[src/rtl/assert_macros.svh]
// ----------------------------------------------------------------------------
// assert_macros.svh
// assertion helpers used by the ring blur rtl
// ----------------------------------------------------------------------------
`ifndef ASSERT_MACROS_SVH
`define ASSERT_MACROS_SVH

// property that holds at every clock edge outside reset
`define RBD_ASSERT(lbl, clk, rst_n, prop, msg) \
  lbl: assert property (@(posedge clk) disable iff (!rst_n) (prop)) \
    else $error(msg);

// antecedent in one cycle implies consequent in the next
`define RBD_ASSERT_NEXT(lbl, clk, rst_n, ante, cons, msg) \
  lbl: assert property (@(posedge clk) disable iff (!rst_n) (ante) |=> (cons)) \
    else $error(msg);

`endif

[src/rtl/rbd_pkg.sv]
// ----------------------------------------------------------------------------
// rbd_pkg
// types, constants and the drop color table of the ring blur block
// ----------------------------------------------------------------------------
`timescale 1ns / 1ps

package rbd_pkg;

  localparam int unsigned PIXELS_DEF = 64;

  localparam int unsigned ACT_W     = 7;
  localparam int unsigned MATCH_W   = 10;
  localparam int unsigned CFG_W     = 10;
  localparam int unsigned CFG_IDX_W = 1;
  localparam int unsigned IDX_W     = 6;

  localparam logic [ACT_W-1:0]   ACTIVE_RESET = 7'd64;
  localparam logic [MATCH_W-1:0] MATCH_RESET  = 10'd100;
  localparam logic [7:0]         HUE_LEVEL    = 8'd127;

  localparam logic [1:0] HUE_RED   = 2'd0;
  localparam logic [1:0] HUE_GREEN = 2'd1;
  localparam logic [1:0] HUE_GREY  = 2'd2;

  typedef enum logic [CFG_IDX_W-1:0] {
    CFG_ACTIVE_PIXELS = 1'b0,
    CFG_DROP_MATCH    = 1'b1
  } cfg_idx_e;

  typedef struct packed {
    logic [7:0] red;
    logic [7:0] green;
    logic [7:0] blue;
  } pixel_t;

  typedef struct packed {
    logic [9:0] drop_roll;
    logic [1:0] drop_hue;
    logic [6:0] add_red;
    logic [6:0] add_green;
    logic [6:0] add_blue;
  } in_word_t;

  typedef struct packed {
    logic [IDX_W-1:0] pixel_index;
    logic [7:0]       red_out;
    logic [7:0]       green_out;
    logic [7:0]       blue_out;
    logic             frame_end;
  } out_word_t;

  // per word control handed from the sequencer to the datapath
  typedef struct packed {
    logic pos_zero;
    logic last;
    logic old_wr;
    logic a_old;
    logic a_fill;
    logic b_old;
    logic b_fill;
  } job_ctl_t;

  typedef struct packed {
    job_ctl_t ctl;
    in_word_t word;
  } job_t;

  function automatic pixel_t hue_base(input logic [1:0] hue);
    pixel_t p;
    p = '0;
    case (hue)
      HUE_RED:   p.red = HUE_LEVEL;
      HUE_GREEN: p.green = HUE_LEVEL;
      HUE_GREY: begin
        p.red   = HUE_LEVEL;
        p.green = HUE_LEVEL;
        p.blue  = HUE_LEVEL;
      end
      default:   p = '0;
    endcase
    return p;
  endfunction

endpackage

[src/rtl/rbd_dp.sv]
// ----------------------------------------------------------------------------
// rbd_dp
// neighbor select, 1-2-1 smoothing, drop insert, write-back and output word
// ----------------------------------------------------------------------------
`timescale 1ns / 1ps

module rbd_dp #(
  parameter int unsigned PIXELS = rbd_pkg::PIXELS_DEF,
  parameter int unsigned ADDR_W = $clog2(PIXELS)
) (
  input  logic                         clk_i,
  input  logic                         rst_ni,
  input  logic                         job_valid_i,
  input  rbd_pkg::job_t                job_i,
  input  logic [ADDR_W-1:0]            job_pos_i,
  input  logic [rbd_pkg::MATCH_W-1:0]  drop_match_i,
  input  rbd_pkg::pixel_t              new_a_i,
  input  rbd_pkg::pixel_t              new_b_i,
  input  rbd_pkg::pixel_t              old_a_i,
  input  rbd_pkg::pixel_t              old_b_i,
  output logic                         take_o,
  output logic                         wr_en_o,
  output logic                         wr_old_en_o,
  output logic [ADDR_W-1:0]            wr_addr_o,
  output rbd_pkg::pixel_t              wr_new_o,
  output rbd_pkg::pixel_t              wr_old_o,
  input  logic                         out_ready_i,
  output logic                         out_valid_o,
  output rbd_pkg::out_word_t           out_word_o
);
  import rbd_pkg::*;

  function automatic logic [7:0] smooth(input logic [7:0] l, input logic [7:0] c,
                                        input logic [7:0] r);
    logic [9:0] s;
    s = {2'b00, l} + {1'b0, c, 1'b0} + {2'b00, r};
    return s[9:2];
  endfunction

  logic      out_valid_q;
  out_word_t out_word_q;
  pixel_t    win_q;
  pixel_t    z_prev_q;
  pixel_t    z_cur_q;

  pixel_t    pa, pb;
  pixel_t    left, centre, right;
  pixel_t    base;
  pixel_t    res;
  logic      advance;
  logic      drop;
  logic [ADDR_W+IDX_W-1:0] pos_ext;

  always_comb begin
    pa = job_i.ctl.a_old ? old_a_i : (job_i.ctl.a_fill ? new_a_i : '0);
    pb = job_i.ctl.b_old ? old_b_i : (job_i.ctl.b_fill ? new_b_i : '0);
    left   = job_i.ctl.pos_zero ? pa : win_q;
    centre = job_i.ctl.pos_zero ? z_prev_q : pa;
    right  = pb;

    base = hue_base(job_i.word.drop_hue);
    drop = (job_i.word.drop_roll == drop_match_i);
    if (drop) begin
      res.red   = base.red + {1'b0, job_i.word.add_red};
      res.green = base.green + {1'b0, job_i.word.add_green};
      res.blue  = base.blue + {1'b0, job_i.word.add_blue};
    end else begin
      res.red   = smooth(left.red, centre.red, right.red);
      res.green = smooth(left.green, centre.green, right.green);
      res.blue  = smooth(left.blue, centre.blue, right.blue);
    end
    pos_ext = {{IDX_W{1'b0}}, job_pos_i};
  end

  assign take_o      = !out_valid_q || out_ready_i;
  assign advance     = job_valid_i && take_o;
  assign wr_en_o     = advance;
  assign wr_old_en_o = advance && job_i.ctl.old_wr;
  assign wr_addr_o   = job_pos_i;
  assign wr_new_o    = res;
  assign wr_old_o    = centre;

  always_ff @(posedge clk_i or negedge rst_ni) begin
    if (!rst_ni) begin
      out_valid_q <= 1'b0;
      z_prev_q    <= '0;
      z_cur_q     <= '0;
    end else begin
      if (advance) begin
        out_valid_q <= 1'b1;
      end else if (out_ready_i) begin
        out_valid_q <= 1'b0;
      end
      if (advance && job_i.ctl.pos_zero) begin
        z_cur_q <= res;
      end
      // frame swap: entry zero of the new previous frame
      if (advance && job_i.ctl.last) begin
        z_prev_q <= job_i.ctl.pos_zero ? res : z_cur_q;
      end
    end
  end

  always_ff @(posedge clk_i) begin
    if (advance) begin
      win_q                  <= centre;
      out_word_q.pixel_index <= pos_ext[IDX_W-1:0];
      out_word_q.red_out     <= res.red;
      out_word_q.green_out   <= res.green;
      out_word_q.blue_out    <= res.blue;
      out_word_q.frame_end   <= job_i.ctl.last;
    end
  end

  assign out_valid_o = out_valid_q;
  assign out_word_o  = out_word_q;

endmodule

[config.mk]
export PLATFORM = sky130hd
export DESIGN_NAME = rbd_dp
export DESIGN_NICKNAME = d
export VERILOG_FILES = /design/src/rtl/assert_macros.svh /design/src/rtl/rbd_pkg.sv /design/src/rtl/rbd_dp.sv
export SDC_FILE = /design/constraint.sdc
export NUM_CORES = 1
export LEC_CHECK = 0
export BUFFER_PORTS_ARGS = -buffer_cell sky130_fd_sc_hd__buf_2
export CAP_MARGIN = 20
export CORE_MARGIN = 5
export CORE_UTILIZATION = 40
export CTS_CLUSTER_DIAMETER = 30
export DETAILED_ROUTE_END_ITERATION = 16
export PLACE_DENSITY = 0.66
export SYNTH_ARGS = -nofsm -noshare
export SYNTH_HDL_FRONTEND = slang
export SYNTH_SLANG_ARGS = --single-unit
export TNS_END_PERCENT = 30
[constraint.sdc]
create_clock -name clk_i -period 4.4 [get_ports clk_i]
set_input_delay 0 -clock clk_i [delete_from_list [all_inputs] [get_ports clk_i]]
set_output_delay 0 -clock clk_i [all_outputs]
set_load 0.02 [all_outputs]
==> results.ini <==
[outcome]
outcome=finished, final reports clean

[layout]
diodes=0
final_cell_mix=buf_2, inv_1, edfxtp_1
fillers=1758
final_common_cell=buf_2
regArea_um2=2878
area_growth_pct=24.84
multiInputGateArea_um2=4324
nets=1224
drive_above_1_share_pct=30.74

[synthesis]
ys_seq_area_share_pct=37.36
syn_inst=756
async_flop_share_pct=47.12
synth_nets=983
yosys_register_bits=104
avgSynthCellArea_um2=10.19
yosysWarnings=0
synth.distinct_cells=60
synthFlopType=edfxtp_1
syn_area_um2=7702
synth_edf_count=55

[route]
ant_nets=0
drc=0
drt_first_pass_iters=5
vias=6665
drtIter0Drc=365
wl_um=23920
drt-vias-per-instance=5.281
wire_per_inst_um=18.96

[cts]
htreeDepth=3
clk_latency_ps=350
postCtsHoldBufs=10
cts_buffer_depth=2
clock_sinks=104
cts_root_buf=clkbuf_16
cts_setup_buffers=0
cts_resized=0
path_clk_slew_ps=70
cts_buffers=9
cts_tree=yes

[floorplan]
rows=50
ios=245
die_x_um=148.8
die_area_um2=22130
initial_core_util_pct=40.90
die_h_um=148.8
core_um2=18830

[power_and_ir_drop]
power_frac_seq_pct=28.8
p_per_area_nw_per_um2=575.0
p_leak_nw=4.663
comb_power_share_pct=55.2
p_sw_share_pct=44.04
pwr-share-clk_pct=16.0
vdd_drop_max_mv=0.3145
p_sw_mw=2.435
internal_power_mw=3.094

[timing]
hold_viol=0
setup_ws_ps=617.5
clock.fmax_ghz=0.2644
slew_violations=0
tightest_slew_ps=952.2
fin_worst_skew_ps=3.312
relSlewSlack_pct=36.37
setup_violations=0
rsz0062_at_grt=no
tns_ps=0
fin_crit_sh_pct=85.97
period_needed_ps=3783

[hold_path]
hold_path_class=in2reg

[worst_setup_path]
worst_ep_arrival_time_ps=3780
cp-start-kind=register
worstPathMaxFanout=4
crit_top_cell=fa_1
critical_path_buf_inv_count=1
endpoint_kind=primary output
crit_chain=mux2_2 > fa_1 > nor4b_4 > nand2_1 > fa_1 > nor2b_1 > o31a_1 > o21a_1 > a311o_1 > a21boi_1 > buf_2
cp_data_required_time_ps=4400
critPathMaxStageDelay_ps=560
slowest_stage=fa_1
worst-setup-path-type=reg2out
crit_family=adder cells

[global_routing]
grt_usage_pct=21.38
grt_max_degree=58
first_global_vias=6785
grt_pass1_wl_um=36940
antenna_found_initial=0
overflow=0

[place]
hpwl_um=18210
dpl_worst_slack_ps=603.2
globalplace.congestion=0.8820
io_buffer_count=244

[run]
max_cap_viol_count=0

cells by family after synthesis:
kind of cell	synth area share [%]
buf+inv	6.579
mux	9.552
compound gates	19.51
fa+ha+maj	14.17
xor+xnor	2.615
simple gates	10.22
flops	37.36
final timing paths:
check | from | endpoint | cells after the start | slack [ps]
worst max register to register | win_q[1]$_DFFE_PP_ | z_prev_q[7]$_DFFE_PN0P_ | 11 | 900
min in group asynchronous | rst_ni | out_valid_o$_DFFE_PN0P_ | 3 | 300
worst min register to register | z_prev_q[3]$_DFFE_PN0P_ | z_prev_q[3]$_DFFE_PN0P_ | 1 | 480
max in group asynchronous | rst_ni | z_prev_q[12]$_DFFE_PN0P_ | 3 | 3640
worst min-delay path | new_a_i[12] | win_q[12]$_DFFE_PP_ | 4 | 160
worst max-delay path | z_prev_q[16]$_DFFE_PN0P_ | wr_new_o[23] | 11 | 620
metrics by stage:
step | instance area (µm²) | util [%] | hold WS, ps | total power, mW | cells
2_1_floorplan | 7702 | - | -295.6 | 3.681 | 756
3_3_place_gp | 9168 | 48.68 | 158.0 | 4.619 | 1235
3_5_place_dp | 9168 | 48.68 | 158.7 | 4.646 | 1235
4_1_cts | 9588 | 50.92 | 154.3 | 5.577 | 1261
5_1_grt | 9615 | 51.06 | 185.5 | 5.968 | 1262
6_report | 9615 | 51.06 | 163.8 | 5.529 | 1262
synth_stat cells (all sizes together), types with 20 or more instances:
cell type	count	share of area [%]
inv	85	4.1
o21ai	56	3.6
a21oi	55	3.8
edfxtp	55	21
mux2i	51	6.6
dfrtp	49	16
nand2	47	2.3
ha	44	7.1
fa	27	7.0
nor2	22	1.1
a22o	21	2.4
buf	20	1.6
mux2	20	2.9
power by group through the flow:
stage / Combinational (mW) / Sequential, mW / Clock (mW)
after floorplan: 2.00 / 1.68 / 0
after global placement: 3.02 / 1.60 / 0
after detailed placement: 3.04 / 1.61 / 0
after CTS: 3.07 / 1.59 / 0.915
after global routing: 3.40 / 1.62 / 0.946
final: 3.05 / 1.59 / 0.887
routing by layer:
metal / wire length, µm / GRT usage, % / vias to the layer above
li1: - / - / 3206
met1: 10310 / 27.92 / 3205
met2: 11800 / 37.17 / 228
met3: 1435 / 3.646 / 26
met4: 376 / 5.126 / 0
met5: 0 / 0 / -
area by class of cell:
cell class | count | area share, %
timing repair buffer | 268 | 15.07
sequential | 104 | 29.93
inverter | 85 | 3.318
clock buffer | 9 | 2.342
clock inverter | 7 | 0.9889
multi-input combinational | 529 | 44.97
tap | 260 | 3.383
registers in the layout, indices dropped and copies added (netlist names):
signal,cells
z_prev_q,24
out_valid_o,1
win_q,24
out_word_o,31
z_cur_q,24
worst min-delay path: stages:
cell and delay, ps:
buf_2 80, a22o_1 140, mux2i_1 110, inv_1 80
Power figures use the tool's default switching activity.
