`src/rtl/assert_macros.svh`:
```
// ----------------------------------------------------------------------------
// assert_macros.svh
// assertion helpers used by the ring blur rtl
// ----------------------------------------------------------------------------
`ifndef ASSERT_MACROS_SVH
`define ASSERT_MACROS_SVH

// property that holds at every clock edge outside reset
`define RBD_ASSERT(lbl, clk, rst_n, prop, msg) \
  lbl: assert property (@(posedge clk) disable iff (!rst_n) (prop)) \
    else $error(msg);

// antecedent in one cycle implies consequent in the next
`define RBD_ASSERT_NEXT(lbl, clk, rst_n, ante, cons, msg) \
  lbl: assert property (@(posedge clk) disable iff (!rst_n) (ante) |=> (cons)) \
    else $error(msg);

`endif

```
`src/rtl/rbd_pkg.sv`:
```
// ----------------------------------------------------------------------------
// rbd_pkg
// types, constants and the drop color table of the ring blur block
// ----------------------------------------------------------------------------
`timescale 1ns / 1ps

package rbd_pkg;

  localparam int unsigned PIXELS_DEF = 64;

  localparam int unsigned ACT_W     = 7;
  localparam int unsigned MATCH_W   = 10;
  localparam int unsigned CFG_W     = 10;
  localparam int unsigned CFG_IDX_W = 1;
  localparam int unsigned IDX_W     = 6;

  localparam logic [ACT_W-1:0]   ACTIVE_RESET = 7'd64;
  localparam logic [MATCH_W-1:0] MATCH_RESET  = 10'd100;
  localparam logic [7:0]         HUE_LEVEL    = 8'd127;

  localparam logic [1:0] HUE_RED   = 2'd0;
  localparam logic [1:0] HUE_GREEN = 2'd1;
  localparam logic [1:0] HUE_GREY  = 2'd2;

  typedef enum logic [CFG_IDX_W-1:0] {
    CFG_ACTIVE_PIXELS = 1'b0,
    CFG_DROP_MATCH    = 1'b1
  } cfg_idx_e;

  typedef struct packed {
    logic [7:0] red;
    logic [7:0] green;
    logic [7:0] blue;
  } pixel_t;

  typedef struct packed {
    logic [9:0] drop_roll;
    logic [1:0] drop_hue;
    logic [6:0] add_red;
    logic [6:0] add_green;
    logic [6:0] add_blue;
  } in_word_t;

  typedef struct packed {
    logic [IDX_W-1:0] pixel_index;
    logic [7:0]       red_out;
    logic [7:0]       green_out;
    logic [7:0]       blue_out;
    logic             frame_end;
  } out_word_t;

  // per word control handed from the sequencer to the datapath
  typedef struct packed {
    logic pos_zero;
    logic last;
    logic old_wr;
    logic a_old;
    logic a_fill;
    logic b_old;
    logic b_fill;
  } job_ctl_t;

  typedef struct packed {
    job_ctl_t ctl;
    in_word_t word;
  } job_t;

  function automatic pixel_t hue_base(input logic [1:0] hue);
    pixel_t p;
    p = '0;
    case (hue)
      HUE_RED:   p.red = HUE_LEVEL;
      HUE_GREEN: p.green = HUE_LEVEL;
      HUE_GREY: begin
        p.red   = HUE_LEVEL;
        p.green = HUE_LEVEL;
        p.blue  = HUE_LEVEL;
      end
      default:   p = '0;
    endcase
    return p;
  endfunction

endpackage

```
`src/rtl/rbd_ctrl.sv`:
```
// ----------------------------------------------------------------------------
// rbd_ctrl
// config registers, ring position sequencer and read address generation
// ----------------------------------------------------------------------------
`timescale 1ns / 1ps
`include "assert_macros.svh"

module rbd_ctrl #(
  parameter int unsigned PIXELS = rbd_pkg::PIXELS_DEF,
  parameter int unsigned ADDR_W = $clog2(PIXELS)
) (
  input  logic                             clk_i,
  input  logic                             rst_ni,
  input  logic                             cfg_we_i,
  input  logic [rbd_pkg::CFG_IDX_W-1:0]    cfg_idx_i,
  input  logic [rbd_pkg::CFG_W-1:0]        cfg_data_i,
  input  logic                             in_valid_i,
  input  rbd_pkg::in_word_t                in_word_i,
  output logic                             in_ready_o,
  input  logic                             take_i,
  output logic                             rd_en_o,
  output logic [ADDR_W-1:0]                rd_addr_a_o,
  output logic [ADDR_W-1:0]                rd_addr_b_o,
  output logic                             job_valid_o,
  output rbd_pkg::job_t                    job_o,
  output logic [ADDR_W-1:0]                job_pos_o,
  output logic [rbd_pkg::MATCH_W-1:0]      drop_match_o
);
  import rbd_pkg::*;

  localparam int unsigned CNT_W = $clog2(PIXELS + 1);
  localparam int unsigned LW    = (CNT_W > ACT_W) ? CNT_W : ACT_W;

  logic [ACT_W-1:0]   active_q;
  logic [MATCH_W-1:0] match_q;
  logic [ADDR_W-1:0]  pos_q, pos_d;
  logic [CNT_W-1:0]   hw_q, hw_d;
  logic [CNT_W-1:0]   fill_q, fill_d;
  logic               job_valid_q;
  job_t               job_q;
  logic [ADDR_W-1:0]  job_pos_q;

  logic [LW-1:0]     act_w;
  logic [LW-1:0]     n_w;
  logic [CNT_W-1:0]  n;
  logic [CNT_W-1:0]  cur_w;
  logic [CNT_W-1:0]  p_w;
  logic [CNT_W-1:0]  p1;
  logic [CNT_W-1:0]  left_w;
  logic [CNT_W-1:0]  right_w;
  logic [ADDR_W-1:0] p;
  logic [ADDR_W-1:0] addr_a;
  logic [ADDR_W-1:0] addr_b;
  logic              last;
  logic              pos_zero;
  logic              accept;
  job_ctl_t          ctl;

  always_ff @(posedge clk_i or negedge rst_ni) begin
    if (!rst_ni) begin
      active_q <= ACTIVE_RESET;
      match_q  <= MATCH_RESET;
    end else if (cfg_we_i) begin
      case (cfg_idx_i)
        CFG_ACTIVE_PIXELS: active_q <= cfg_data_i[ACT_W-1:0];
        CFG_DROP_MATCH:    match_q  <= cfg_data_i[MATCH_W-1:0];
        default: ;
      endcase
    end
  end

  // ring size clamped to 1..PIXELS
  always_comb begin
    act_w = LW'(active_q);
    if (act_w == '0) begin
      n_w = LW'(1);
    end else if (act_w > LW'(PIXELS)) begin
      n_w = LW'(PIXELS);
    end else begin
      n_w = act_w;
    end
    n = n_w[CNT_W-1:0];
  end

  always_comb begin
    cur_w    = CNT_W'(pos_q);
    p_w      = (cur_w >= n) ? '0 : cur_w;
    p        = p_w[ADDR_W-1:0];
    p1       = p_w + CNT_W'(1);
    last     = (p1 >= n);
    pos_zero = (p_w == '0);
    left_w   = n - CNT_W'(1);
    right_w  = last ? '0 : p1;
    addr_a   = pos_zero ? left_w[ADDR_W-1:0] : p;
    addr_b   = right_w[ADDR_W-1:0];

    ctl.pos_zero = pos_zero;
    ctl.last     = last;
    ctl.old_wr   = (p_w >= hw_q);
    ctl.a_old    = (CNT_W'(addr_a) < hw_q);
    ctl.a_fill   = (CNT_W'(addr_a) < fill_q);
    ctl.b_old    = (CNT_W'(addr_b) < hw_q);
    ctl.b_fill   = (CNT_W'(addr_b) < fill_q);

    pos_d  = last ? '0 : p1[ADDR_W-1:0];
    hw_d   = last ? '0 : ((p_w >= hw_q) ? p1 : hw_q);
    fill_d = (p_w >= fill_q) ? p1 : fill_q;
  end

  assign in_ready_o = !job_valid_q || take_i;
  assign accept     = in_valid_i && in_ready_o;

  always_ff @(posedge clk_i or negedge rst_ni) begin
    if (!rst_ni) begin
      pos_q       <= '0;
      hw_q        <= '0;
      fill_q      <= '0;
      job_valid_q <= 1'b0;
    end else begin
      if (accept) begin
        pos_q  <= pos_d;
        hw_q   <= hw_d;
        fill_q <= fill_d;
      end
      if (accept) begin
        job_valid_q <= 1'b1;
      end else if (take_i) begin
        job_valid_q <= 1'b0;
      end
    end
  end

  always_ff @(posedge clk_i) begin
    if (accept) begin
      job_q.ctl  <= ctl;
      job_q.word <= in_word_i;
      job_pos_q  <= p;
    end
  end

  assign rd_en_o      = accept;
  assign rd_addr_a_o  = addr_a;
  assign rd_addr_b_o  = addr_b;
  assign job_valid_o  = job_valid_q;
  assign job_o        = job_q;
  assign job_pos_o    = job_pos_q;
  assign drop_match_o = match_q;

  `RBD_ASSERT(a_hw_within_fill, clk_i, rst_ni, hw_q <= fill_q, "frame prefix beyond fill count")
  `RBD_ASSERT(a_pos_within_hw, clk_i, rst_ni, CNT_W'(pos_q) <= hw_q, "position ahead of frame prefix")
  `RBD_ASSERT_NEXT(a_job_hold, clk_i, rst_ni, job_valid_q && !take_i, job_valid_q && $stable(job_pos_q) && $stable(job_q), "stalled job changed")

endmodule

```
`config.mk`:
```
export PLATFORM = sky130hd
export DESIGN_NAME = rbd_ctrl
export DESIGN_NICKNAME = d
export VERILOG_FILES = /design/src/rtl/rbd_pkg.sv /design/src/rtl/rbd_ctrl.sv
export VERILOG_INCLUDE_DIRS = /design/src /design/src/rtl
export SDC_FILE = /design/constraint.sdc
export NUM_CORES = 1
export LEC_CHECK = 0
export ABC_AREA = 0
export BUFFER_PORTS_ARGS = -buffer_cell sky130_fd_sc_hd__buf_4
export CAP_MARGIN = 10
export CORE_MARGIN = 2
export CORE_UTILIZATION = 25
export CTS_CLUSTER_SIZE = 16
export DETAILED_ROUTE_END_ITERATION = 10
export HOLD_SLACK_MARGIN = 0.1
export PLACE_DENSITY_LB_ADDON = 0.2
export SLEW_MARGIN = 25
export SYNTH_ARGS = -nofsm -noshare
export SYNTH_HDL_FRONTEND = slang
export SYNTH_SLANG_ARGS = --single-unit
```
`constraint.sdc`:
```
create_clock -name clk_i -period 5.9 [get_ports clk_i]
set_input_delay 1.18 -clock clk_i [delete_from_list [all_inputs] [get_ports clk_i]]
set_output_delay 1.18 -clock clk_i [all_outputs]
set_load 0.005 [all_outputs]
```
==> results.md <==
* Starting DRT DRC Count at 140
* Hold-fix buffers, CTS at 0
* ANT cells at 0
* Die height at 136 um
* CP top delay family: simple AND/OR/NAND/NOR gates
* CP max-delay cell: dfrtp_1
* Post-Syn Area at ~0.0043 sq mm
* Top cell type's share of synthesized area at 0.319
* 1st-pass router iterations at 5
* Share of layout cells above drive strength 1 at 0.405
* Placed cell count at 683
* Routed wire length at 11700 um
* Pint at roughly 1.8 mW
* CTS Buffer Depth at 2
* Grt ovf at 0
* Async SR Flop Fraction at 0.452
* Clock sinks at 84
* Combinational power share at 0.517
* WS Path Type: register to output pin
* Min-Delay Path Depth at 1
* Critical path startpoint category: register
* Final setup violation count at 0
* Number of global-route vias before repair at 3201
* WL/cell at 16.7 um
* Post-route DRC at 0
* CP Launch Point: act_w[2]
* Hpwl dp at 8970 um
* Clock skew at 0.00881 ns
* Core Region at 0.0171 sq mm
* Worst Path Buf+Inv at 2
* GRT Total Usage at 0.129
* # nets final at 569
* Sw frac at 0.390
* Final period util at 0.954
* CTS tree: yes
* Cell Rows at 48
* Pin slew with the least headroom to its limit at slightly below 0.7 ns
* Net Sw Power at 1.15 mW
* Seq/Total Area, Yosys at 0.539
* Status: finished, final reports clean
* Design Area, Final at approximately 0.0059 sq mm
* Yosys reg bits at 84
* Vias per cell at 4.49
* Non-filler cells, final at 702
* Port Buffers at 119
* Cell taking the most area after synthesis: edfxtp_1
* CP required at 4.72 ns
* Power per cell area at 502 mW/mm^2
* Root buffer cell: clkbuf_16
* Reg-to-Reg Start: act_w[2]
* Slowest stage delay, CP at 0.43 ns
* Die W at 136 um
* Worst R2R Path Depth at 23
* Via count at between 3k and 4k
* EDFF count, synth at 46
* Synth-to-layout area growth at 35.8%
* DIE AREA at 0.0184 sq mm
* Post-DP Area at 0.00548 sq mm
* Crit path capture type: output pin
* Worst Hold Class: register to register
* Yosys warning count at 0
* Max cap viols at 0
* Gpl congestion at 0.868
* Sequential share of power at 0.285
* Minimum hold slack at roughly 0.5 ns
* Final worst setup slack at ~0.27 ns
* CP Max Fanout at 11
* Fmax at 178 MHz
* Worst-path cell chain: nor4_4, a21oi_1, nor2_1, ha_1, nand2b_1, a211oi_4, o32a_4, nand2_1, inv_2, ha_2, and3_1, xnor2_2, nor2_1, ha_1, nand4_1, nand3_1, a21o_4, nor3_4, buf_4
* Clock Power Share at 0.198
* TritonCTS buffer count at 9
* First-pass GRT wire length at 17600 um
* Initial antenna violation count at 0
* Rel. slew slack at 0.542
* Pin count of the biggest net entering global routing at 39
* Leakage at 2.61 nW
* Synthesized area per cell at 12.6 sq um
* Yosys cell types at 52
* Placement Setup Slack at 0.137 ns
* Max rail drop VDD at between 150 and 200 uV
* Slew Viols, Final at 0
* Skew-Pair Late Insertion Delay at between 0.3 and 0.4 ns
* Initial Util at 0.253
* CTS H-tree depth at 3
* Setup TNS at 0 ns
* Reg2Reg Setup Slack at 0.92 ns
* Predominant post-synthesis flop cell: edfxtp_1
* DRT antenna net count at 0
* R2r endpoint: job_o[34]
* CTS clk-pin slew, worst paths at 0.06 ns
* Post-synthesis cell count at around 340
* Min Clock Period, post-route at between 5 and 6 ns
* Leading post-synthesis cells by cell area: edfxtp_1 32%, dfrtp_1 20%, ha_1 14%
* Syn Nets at 440
* Endpoints failing hold at 0
* Top Ports at 120
* Min-delay src: hw_q[5]
* Critical path arrival at 4.45 ns
* End of the worst hold path: hw_q[5]
## repair_timing
item	CTS	global route
endpoints found under the setup margin	6	6
hold endpoints to repair	0	0
buffers inserted	0	3
gates resized for setup	10	7
pin swaps	1	3
## per-layer routing
layer / wire length (um) / up-vias / track usage
li1: - / 1516 / -
met1: 5050 / 1481 / 0.158
met2: 5380 / 132 / 0.213
met3: 1000 / 24 / 0.0389
met4: 314 / 0 / 0.0532
met5: 0 / - / 0
## area by class of cell
type | count | area [sq um]
clock buffer | 9 | 225
clock inverter | 7 | 81.3
fill | 1730 | 11200
inverter | 23 | 86.3
multi-input combinational | 227 | 1920
sequential | 84 | 2340
tap | 225 | 282
timing repair buffer | 127 | 953
## cell usage in the layout (no fill, tap or decap), types with 2 or more instances in the layout
cell type	n
nor2b_1	3
buf_4	127
xnor2_2	2
edfxtp_1	46
o21ai_0	14
inv_1	20
nor3b_1	2
xnor2_1	4
inv_2	3
ha_1	47
and3_1	3
and2_1	4
nand2b_1	7
a21o_1	6
o21bai_1	3
nand2_2	2
a22o_1	6
nand3_1	6
nor2_2	2
inv_6	4
nand4b_1	4
nor3_4	2
xor2_1	2
o211ai_1	3
clkbuf_16	9
dfstp_2	4
nand2_1	23
mux2_2	21
a211oi_1	4
nor2_1	14
o2111ai_1	3
dfrtp_1	33
o21a_1	3
a21oi_1	16
## metrics by stage
stage	util	power, mW
2_1_floorplan	-	1.79
3_3_place_gp	0.320	2.31
5_1_grt	0.344	3.18
6_report	0.344	2.96
3_5_place_dp	0.320	2.32
4_1_cts	0.342	2.97
## registers in the layout, indices dropped and copies added (netlist names)
register      count
pos_q             6
job_pos_o         6
job_valid_o       1
act_w             7
fill_q            7
hw_q              7
drop_match_o     10
job_o            40
## how the worst max path moves through the flow
stage	to	slack, ns	depth (start not counted)
after floorplan	rd_addr_b_o[5]	0.42	20
after global placement	rd_addr_b_o[4]	0.27	19
after detailed placement	rd_addr_b_o[4]	0.14	19
after CTS	rd_addr_b_o[4]	0.06	19
after global routing	rd_addr_b_o[3]	-0.006	19
final	rd_addr_b_o[3]	0.27	19
## power groups by stage
stage | sequential [mW] | clock [mW] | combinational [mW]
after floorplan | 0.833 | 0 | 0.953
after global placement | 0.850 | 0 | 1.46
after detailed placement | 0.850 | 0 | 1.47
after CTS | 0.840 | 0.606 | 1.52
after global routing | 0.856 | 0.627 | 1.70
final | 0.842 | 0.586 | 1.53
## synthesized netlist by cell type (2+ instances only)
cell and count:
a21oi_1 16, inv_1 22, buf_4 6, o21a_1 3, dfrtp_1 34, a22o_1 6, nor3_2 2, nor3b_1 2
o21ai_0 14, nor4_1 2, o211ai_1 3, nand2b_1 7, nor2b_1 4, o2111ai_1 3, a211oi_1 4, and3_1 3
mux2_2 21, dfstp_2 4, xnor2_1 5, nand3_1 6, nand4b_1 4, o21bai_1 3, ha_1 48, a21o_1 7
xor2_1 2, edfxtp_1 46, nor2_1 15, nand2_1 24, and2_1 4
## kinds of logic (layout without fill, tap and decap cells)
family / count (synthesis) / count (layout) / synth area share
flip-flops: 84 / 84 / 0.539
AND/OR/NAND/NOR: 79 / 79 / 0.0961
AO/OA/AOI/OAI: 69 / 69 / 0.113
adder cells (fa/ha/maj): 48 / 48 / 0.138
buffers and inverters: 32 / 166 / 0.0349
multiplexers: 23 / 23 / 0.0603
XOR/XNOR: 8 / 8 / 0.0179
## worst reg2reg max path, delay by kind of cell, from the launching register on
family / cells / cell delay (ns)
simple gates: 10 / 1.56
compound gates: 7 / 1.43
fa+ha+maj: 4 / 1.11
flops: 1 / 0.43
xor+xnor: 1 / 0.17
buf+inv: 1 / 0.13
No activity file was read; power rests on OpenSTA's default activity.
